--- src/fpot_pkg.sv ---
// Shared types and constants of the fill position and open-order tracker.
// Used by the controller, the datapath and the top level; no dependencies.
package fpot_pkg;

  // Report kinds carried in the input tuser.
  localparam logic [2:0] KIND_NEW    = 3'd0;
  localparam logic [2:0] KIND_FILL   = 3'd1;
  localparam logic [2:0] KIND_REMOVE = 3'd2;
  localparam logic [2:0] KIND_LOAD   = 3'd4;

  localparam int ACC_W    = 128;
  localparam int CNT_W    = 6;

  // Number of 16-bit multiplier passes per operand and divider iterations.
  localparam logic [CNT_W-1:0] STEPS_ENTRY = 6'd3;
  localparam logic [CNT_W-1:0] STEPS_PX    = 6'd2;
  localparam logic [CNT_W-1:0] STEPS_DIFF  = 6'd3;
  localparam logic [CNT_W-1:0] STEPS_CS    = 6'd6;
  localparam logic [CNT_W-1:0] STEPS_DIV   = 6'd48;

  typedef enum logic [2:0] {
    ST_OK             = 3'd0,
    ST_OVERWRITE      = 3'd1,
    ST_FILL_UNKNOWN   = 3'd2,
    ST_REMOVE_UNKNOWN = 3'd3,
    ST_TABLE_FULL     = 3'd4,
    ST_IGNORED        = 3'd5
  } status_t;

  typedef enum logic [2:0] {
    FC_SIMPLE = 3'd0,
    FC_AVG    = 3'd1,
    FC_CLOSE  = 3'd2,
    FC_REDUCE = 3'd3,
    FC_FLIP   = 3'd4
  } fill_case_t;

  typedef enum logic [1:0] {
    MS_ENTRY = 2'd0,
    MS_PX    = 2'd1,
    MS_DIFF  = 2'd2,
    MS_CS    = 2'd3
  } mul_sel_t;

  typedef enum logic [4:0] {
    S_IDLE, S_DISPATCH, S_LD_E, S_STEP_E, S_LD_P, S_STEP_P, S_DIV_INIT, S_DIV_STEP,
    S_LD_D, S_STEP_D, S_LD_C, S_STEP_C, S_FILL_COMMIT, S_SCAN_START, S_SCAN_WAIT,
    S_SLOT_APPLY, S_LOAD_POS, S_FINISH
  } ctrl_state_t;

  typedef struct packed {
    logic     capture;
    logic     mul_load;
    mul_sel_t mul_sel;
    logic     mul_step;
    logic     div_init;
    logic     div_step;
    logic     fill_commit;
    logic     load_commit;
    logic     scan_start;
    logic     slot_apply;
    logic     out_load;
  } dp_cmd_t;

  typedef struct packed {
    logic [2:0] kind;
    fill_case_t fill_case;
    logic       scan_busy;
    logic       out_full;
  } dp_stat_t;

endpackage

--- src/fpot_ctrl.sv ---
// Controller state machine of the tracker: sequences multiply passes,
// divider iterations, the table scan and the result handoff. Uses fpot_pkg.
module fpot_ctrl import fpot_pkg::*; (
  input  logic     clk,
  input  logic     rst_n,
  input  logic     in_tvalid,
  output logic     in_tready,
  input  dp_stat_t stat,
  output dp_cmd_t  cmd
);
  ctrl_state_t state_r, state_nxt;
  logic [CNT_W-1:0] cnt_r, cnt_nxt;
  logic step_last;

  always_comb begin
    case (state_r)
      S_STEP_E:   step_last = (cnt_r == STEPS_ENTRY - 6'd1);
      S_STEP_P:   step_last = (cnt_r == STEPS_PX - 6'd1);
      S_STEP_D:   step_last = (cnt_r == STEPS_DIFF - 6'd1);
      S_STEP_C:   step_last = (cnt_r == STEPS_CS - 6'd1);
      S_DIV_STEP: step_last = (cnt_r == STEPS_DIV - 6'd1);
      default:    step_last = 1'b1;
    endcase
  end

  always_comb begin
    state_nxt = state_r;
    case (state_r)
      S_IDLE:     if (in_tvalid) state_nxt = S_DISPATCH;
      S_DISPATCH: begin
        if (stat.kind == KIND_FILL) begin
          case (stat.fill_case)
            FC_SIMPLE: state_nxt = S_FILL_COMMIT;
            FC_AVG:    state_nxt = S_LD_E;
            default:   state_nxt = S_LD_D;
          endcase
        end else if (stat.kind == KIND_NEW || stat.kind == KIND_REMOVE) begin
          state_nxt = S_SCAN_START;
        end else if (stat.kind == KIND_LOAD) begin
          state_nxt = S_LOAD_POS;
        end else begin
          state_nxt = S_FINISH;
        end
      end
      S_LD_E:        state_nxt = S_STEP_E;
      S_STEP_E:      if (step_last) state_nxt = S_LD_P;
      S_LD_P:        state_nxt = S_STEP_P;
      S_STEP_P:      if (step_last) state_nxt = S_DIV_INIT;
      S_DIV_INIT:    state_nxt = S_DIV_STEP;
      S_DIV_STEP:    if (step_last) state_nxt = S_FILL_COMMIT;
      S_LD_D:        state_nxt = S_STEP_D;
      S_STEP_D:      if (step_last) state_nxt = S_LD_C;
      S_LD_C:        state_nxt = S_STEP_C;
      S_STEP_C:      if (step_last) state_nxt = S_FILL_COMMIT;
      S_FILL_COMMIT: state_nxt = S_SCAN_START;
      S_SCAN_START:  state_nxt = S_SCAN_WAIT;
      S_SCAN_WAIT:   if (!stat.scan_busy) state_nxt = S_SLOT_APPLY;
      S_SLOT_APPLY:  state_nxt = S_FINISH;
      S_LOAD_POS:    state_nxt = S_FINISH;
      S_FINISH:      if (!stat.out_full) state_nxt = S_IDLE;
      default:       state_nxt = S_IDLE;
    endcase
  end

  always_comb begin
    cmd       = '0;
    in_tready = 1'b0;
    case (state_r)
      S_IDLE: begin
        in_tready   = 1'b1;
        cmd.capture = in_tvalid;
      end
      S_LD_E: begin
        cmd.mul_load = 1'b1;
        cmd.mul_sel  = MS_ENTRY;
      end
      S_LD_P: begin
        cmd.mul_load = 1'b1;
        cmd.mul_sel  = MS_PX;
      end
      S_LD_D: begin
        cmd.mul_load = 1'b1;
        cmd.mul_sel  = MS_DIFF;
      end
      S_LD_C: begin
        cmd.mul_load = 1'b1;
        cmd.mul_sel  = MS_CS;
      end
      S_STEP_E, S_STEP_P, S_STEP_D, S_STEP_C: cmd.mul_step = 1'b1;
      S_DIV_INIT:    cmd.div_init    = 1'b1;
      S_DIV_STEP:    cmd.div_step    = 1'b1;
      S_FILL_COMMIT: cmd.fill_commit = 1'b1;
      S_SCAN_START:  cmd.scan_start  = 1'b1;
      S_SLOT_APPLY:  cmd.slot_apply  = 1'b1;
      S_LOAD_POS:    cmd.load_commit = 1'b1;
      S_FINISH:      cmd.out_load    = !stat.out_full;
      default:       cmd             = '0;
    endcase
  end

  assign cnt_nxt = step_last ? '0 : cnt_r + 6'd1;

  always_ff @(posedge clk) begin
    if (!rst_n) begin
      state_r <= S_IDLE;
      cnt_r   <= '0;
    end else begin
      state_r <= state_nxt;
      cnt_r   <= cnt_nxt;
    end
  end
endmodule

--- config.mk ---
export PLATFORM = sky130hd
export DESIGN_NAME = fpot_ctrl
export DESIGN_NICKNAME = d
export VERILOG_FILES = /design/src/fpot_pkg.sv /design/src/fpot_ctrl.sv
export SDC_FILE = /design/constraint.sdc
export NUM_CORES = 1
export LEC_CHECK = 0
export ABC_CLOCK_PERIOD_IN_PS = 5100
export BUFFER_PORTS_ARGS = -buffer_cell sky130_fd_sc_hd__buf_2
export CORE_ASPECT_RATIO = 1.1
export CORE_UTILIZATION = 25
export CTS_CLUSTER_DIAMETER = 80
export DETAILED_ROUTE_END_ITERATION = 8
export GPL_TIMING_DRIVEN = 0
export PLACE_DENSITY = 0.46
export RECOVER_POWER = 25
export REMOVE_ABC_BUFFERS = 1
export SYNTH_ARGS = -nofsm -noshare
export SYNTH_HDL_FRONTEND = slang
export SYNTH_SLANG_ARGS = --single-unit
--- constraint.sdc ---
create_clock -name clk -period 5.1 [get_ports clk]
set_input_delay 0.255 -clock clk [delete_from_list [all_inputs] [get_ports clk]]
set_output_delay 0.255 -clock clk [all_outputs]
set_load 0.1 [all_outputs]
==> impl_metrics.py, run 1 <==
metrics = {
    "run_status": {
        "status": "complete, no violations",
    },
    "worst_setup_path": {
        "cp.required_ns": 4.85,
        "r2r-end": "state_r[0]",
        "ff2ff_setup_slack_ns": 2.55,
        "cp.arrival_ns": 2.33,
        "crit_type": "flip-flop to output port",
        "r2r_start": "state_r[3]",
        "cp-start-kind": "flip-flop",
        "ff2ff_path_depth": 6,
        "worstSetupEndpointType": "output port",
        "crit_fanout": 20,
    },
    "yosys": {
        "avgSynthCellArea_um2": 7.412,
        "ys_seq_area_frac": 0.2251,
        "syn_area_um2": 978.4,
        "yosys_warnings": 0,
        "ys_ff_latch": 11,
        "synth_enable_flop_cells": 0,
        "async_flop_share": 0,
        "synth_cell_types": 49,
        "synth_cells": 132,
        "synth_ff_type": "dfxtp_1",
    },
    "global_route": {
        "grt_usage": 0.1279,
        "grt_first_pass_wirelength_um": 4008,
        "overflow": 0,
        "grt_pass1_vias": 892,
        "grt_max_degree": 21,
        "antenna_found_initial": 0,
    },
    "sta": {
        "setup_slack_ns": 2.512,
        "min_period_ns": 2.588,
        "fmaxAchievable_mhz": 386.4,
        "slew_headroom": 0.2280,
        "setup_viol_count_final": 0,
        "holdWs_ns": 0.3108,
        "rsz0062_at_grt": "no",
        "fin_crit_sh": 0.5074,
        "slew_violations": 0,
        "hold_viol_final": 0,
        "tightest_slew_ns": 1.163,
        "tns_ns": 0,
        "fin_skew_ns": 0.006459,
    },
    "clocking": {
        "holdBufCountCts": 0,
        "path_clk_slew_ns": 0.05,
        "cts_setup_buffers": 0,
        "cts_max_level": 1,
        "cts.sinks": 11,
        "cts_tree": "built",
        "clockRootBuffer": "clkbuf_8",
        "clk-insertion-delay-late_ns": 0.24,
        "cts_inserted_buffers": 3,
        "post_cts_resized": 0,
        "cts_buffer_depth": 2,
    },
    "route": {
        "drtAntennaViolNets": 0,
        "dr_total_vias": 973,
        "vias_per_cell": 4.914,
        "drt-total-wl_um": 2444,
        "first_iter_violations": 38,
        "drc_errors": 0,
        "firstDrtPassIters": 4,
        "wire_per_inst_um": 12.34,
    },
    "floorplan": {
        "dieArea_um2": 4168,
        "boundaryPins": 24,
        "core_area_um2": 3684,
        "die_width_um": 61.65,
        "die_y_um": 67.62,
        "initial_core_util": 0.2656,
        "num_rows": 23,
    },
    "place": {
        "preCtsSetupSlack_ns": 2.588,
        "portBuffers": 23,
        "gp_congestion": 0.7220,
        "dp_hpwl_um": 1806,
    },
    "worst_hold_path": {
        "min_path_type": "input pin to flip-flop",
        "holdPathStages": 2,
        "min_to": "state_r[4]",
        "hold_start": "rst_n",
    },
    "cells_and_area": {
        "fill_cells": 422,
        "area_delta_synth_final_pct": 16.11,
        "n_antenna_cell": 0,
        "final_nets": 161,
        "drive_gt1_frac": 0.1892,
    },
    "power": {
        "leakagePower_nw": 0.4438,
        "ir_worst_vdd_mv": 0.1805,
        "p_per_area_nw_per_um2": 658.6,
    },
    "job": {
        "max_cap_viol_count": 0,
    },
}
## layer usage
metal	vias up	wire, µm	track usage
met5	-	0	0
met4	0	0	0.03333
met3	0	99	0.02299
met2	22	1220	0.2204
met1	450	1124	0.1610
li1	501	-	-
## layout by cell type (no fill, tap or decap), types with 2 or more instances in the layout
cell / count
a211oi_1: 2
nor3_1: 6
nor2_1: 18
and2b_1: 2
buf_2: 18
a21oi_1: 7
xor2_1: 3
and3_1: 3
nor3b_1: 3
inv_1: 2
nand3_1: 7
nand2b_1: 2
clkbuf_1: 6
nand2_1: 14
clkbuf_8: 3
o21ai_0: 5
dfxtp_1: 11
xnor2_1: 5
o21a_1: 2
mux2i_1: 2
## synth_stat cells (3+ instances only)
cell,number,share of area
nor2_1,18,0.069
nand2_1,14,0.054
dfxtp_1,11,0.23
a21oi_1,7,0.036
nand3_1,7,0.036
clkbuf_1,6,0.023
nor3_1,6,0.031
o21ai_0,5,0.026
xnor2_1,5,0.045
and3_1,3,0.019
nor3b_1,3,0.023
xor2_1,3,0.027
## per-stage QoR
step / util / total power, mW / area, µm² / instances
floorplan: - / 0.5742 / 919.6 / 121
global placement: 0.2979 / 0.6636 / 1097 / 194
detailed placement: 0.2979 / 0.6677 / 1097 / 194
CTS: 0.3101 / 0.7562 / 1142 / 198
global route: 0.3084 / 0.8011 / 1136 / 198
finish: 0.3084 / 0.7482 / 1136 / 198
## final cells by class
type	count	area, µm²	area share
well taps	50	62.56	0.05507
inverters	2	7.507	0.006608
multi-input cells	108	691.9	0.6090
clock buffers	4	45.04	0.03965
repair buffers	23	108.9	0.09581
flip-flops and latches	11	220.2	0.1938
## report_power, final
group          leakage (nW)  internal [mW]  switching, mW
sequential           0.0893          0.103         0.0717
combinational         0.332          0.127          0.360
clock                0.0228         0.0548         0.0316
## state kept, by name, indices dropped and copies added, names as in the netlist
signal	flops
state_r	5
cnt_r	6
## logic make-up after synthesis
group | synth area share
adder cells (fa/ha/maj) | 0.01279
multiplexers | 0.02046
flip-flops | 0.2251
AND/OR/NAND/NOR | 0.3747
buffers and inverters | 0.06776
AO/OA/AOI/OAI | 0.2276
XOR/XNOR | 0.07161
## worst max path at each step
stage | cells after the start | end | start | slack, ns
final | 3 | cmd[5] | state_r[1] | 2.51
after global routing | 6 | state_r[0] | state_r[3] | 2.32
after CTS | 6 | state_r[0] | state_r[3] | 2.56
after detailed placement | 6 | state_r[0] | state_r[3] | 2.59
after global placement | 6 | state_r[0] | state_r[3] | 2.65
after floorplan | 6 | state_r[0] | state_r[1] | 1.80
## worst max-delay path: stages, from the launching register on
cell	delay, ns
dfxtp_1	0.79
nand3b_4	0.15
nor3b_2	0.26
clkbuf_1	0.89
Note: power is estimated with default switching activity, not from simulation.
==> run 2, diff against run 1 <==
--- a/config.mk
+++ b/config.mk
@@ -5,7 +5,7 @@
 export SDC_FILE = /design/constraint.sdc
 export NUM_CORES = 1
 export LEC_CHECK = 0
-export ABC_CLOCK_PERIOD_IN_PS = 5100
+export ABC_CLOCK_PERIOD_IN_PS = 2550
 export BUFFER_PORTS_ARGS = -buffer_cell sky130_fd_sc_hd__buf_2
 export CORE_ASPECT_RATIO = 1.1
 export CORE_UTILIZATION = 25
==> constraint.sdc (replaced) <==
create_clock -name clk -period 2.55 [get_ports clk]
set_input_delay 0.1275 -clock clk [delete_from_list [all_inputs] [get_ports clk]]
set_output_delay 0.1275 -clock clk [all_outputs]
set_load 0.1 [all_outputs]
==> run 2 against run 1 <==
Net effect: via count fell by 0.72%; sequential power increased by 100%; core utilization increased by 0.20 points; clock power up 100%; total power increased by 100%; flip-flop and latch count stayed put; combinational power up 100%; critical path depth up 3; die area unchanged; clock skew barely moved; largest power group unchanged.
==> impl_metrics.py, run 2 (synthesized netlist as in run 1, its figures left out) <==
metrics = {
    "cells_and_area": {
        "area_delta_synth_final_pct": 16.88,
        "drive_gt1_frac": 0.2297,
        "register_area_um2": 225.2,
        "fin_area_um2": 1144,
        "multi_input_area_um2": 691.9,
        "regMostFlops": "cnt_r",
        "top_regs": "cnt_r: 6 flops, state_r: 5 flops",
        "fin_util": 0.3105,
        "fill_cells": 420,
        "n_antenna_cell": 0,
        "stdcell_count": 198,
        "final_cell_mix": "18 x nor2_1, 18 x buf_2, 14 x nand2_1",
        "final_nets": 161,
        "largest_register_ffs": 6,
    },
    "sta": {
        "fmaxAchievable_mhz": 443.5,
        "setup_slack_ns": 0.2951,
        "fin_skew_ns": 0.006458,
        "tightest_slew_ns": 1.164,
        "fin_crit_sh": 0.8843,
        "hold_viol_final": 0,
        "slew_violations": 0,
        "setup_viol_count_final": 0,
        "slew_headroom": 0.2276,
        "min_period_ns": 2.255,
        "rsz0062_at_grt": "no",
        "holdWs_ns": 0.1775,
    },
    "clocking": {
        "clockRootBuffer": "clkbuf_8",
        "cts_setup_buffers": 0,
        "cts_inserted_buffers": 3,
        "path_clk_slew_ns": 0.05,
        "holdBufCountCts": 0,
        "clk-insertion-delay-late_ns": 0.24,
        "cts_tree": "built",
        "cts.sinks": 11,
        "cts_max_level": 1,
        "cts_buffer_depth": 2,
    },
    "worst_setup_path": {
        "crit_fanout": 20,
        "cp-start-kind": "flip-flop",
        "cp.arrival_ns": 2.38,
        "ff2ff_path_depth": 6,
        "crit_type": "flip-flop to flip-flop",
        "cp.required_ns": 2.67,
        "worstSetupEndpointType": "flip-flop",
    },
    "route": {
        "drc_errors": 0,
        "first_iter_violations": 37,
        "dr_total_vias": 966,
        "drt-total-wl_um": 2433,
        "wire_per_inst_um": 12.29,
        "firstDrtPassIters": 4,
        "drtAntennaViolNets": 0,
        "vias_per_cell": 4.879,
    },
    "global_route": {
        "grt_first_pass_wirelength_um": 4008,
        "overflow": 0,
        "grt_max_degree": 21,
        "grt_usage": 0.1279,
        "grt_pass1_vias": 892,
        "antenna_found_initial": 0,
    },
    "floorplan": {
        "core_area_um2": 3684,
        "dieArea_um2": 4168,
        "die_width_um": 61.65,
        "boundaryPins": 24,
        "die_y_um": 67.62,
        "initial_core_util": 0.2656,
        "num_rows": 23,
    },
    "worst_hold_path": {
        "holdPathStages": 2,
        "min_path_type": "input pin to flip-flop",
    },
    "power": {
        "leakagePower_nw": 0.4505,
        "p_per_area_nw_per_um2": 1317,
        "ir_worst_vdd_mv": 0.3618,
    },
    "place": {
        "preCtsSetupSlack_ns": 0.03774,
        "placed_cells": 194,
        "gp_congestion": 0.7220,
        "portBuffers": 23,
        "dp_hpwl_um": 1806,
        "postPlaceCellArea_um2": 1097,
    },
    "job": {
        "max_cap_viol_count": 0,
    },
    "run_status": {
        "status": "complete, no violations",
    },
}
run 2: path summary, 6_finish.rpt:
kind | endpoint | slack [ns] | startpoint
max | state_r[0] | 0.30 | state_r[3]
min | state_r[1] | 0.18 | rst_n
max reg2reg | state_r[0] | 0.30 | state_r[3]
min reg2reg | cnt_r[0] | 0.49 | cnt_r[0]
run 2: area by class of cell:
| cell class | count | share of cell area |
|---|---|---|
| inverters | 2 | 0.006565 |
| clock buffers | 4 | 0.03939 |
| flip-flops and latches | 11 | 0.1969 |
| well taps | 50 | 0.05470 |
| multi-input cells | 108 | 0.6050 |
| repair buffers | 23 | 0.09737 |
run 2: power breakdown:
group          total [mW]  leakage, nW  internal (mW)  switching [mW]
Clock               0.173       0.0228          0.110          0.0632
Combinational       0.980        0.337          0.260           0.720
Sequential          0.353       0.0909          0.212           0.141
Total                1.51        0.450          0.581           0.925
run 2: per-stage QoR:
stage	total power, mW	TNS, ns
after CTS	1.512	0
after detailed placement	1.335	0
after floorplan	1.148	-8.789
after global placement	1.327	0
after global routing	1.613	0
final	1.506	0
run 2: metal layers:
metal	vias up	wire, µm	track usage
li1	502	-	-
met1	449	1143	0.1610
met2	15	1225	0.2204
met3	0	64	0.02299
met4	0	0	0.03333
met5	-	0	0
run 2: worst max-delay path, cell delays in order (launching register included):
cell	delay, ns
dfxtp_2	0.55
nand2_1	0.26
a311oi_1	0.34
a211oi_1	0.13
a2111oi_4	0.40
o21ai_1	0.12
o311a_1	0.35
run 2: repair_timing:
item	CTS	global route
resized for setup	0	4
endpoints found under the hold margin	0	0
setup endpoints to repair	0	10
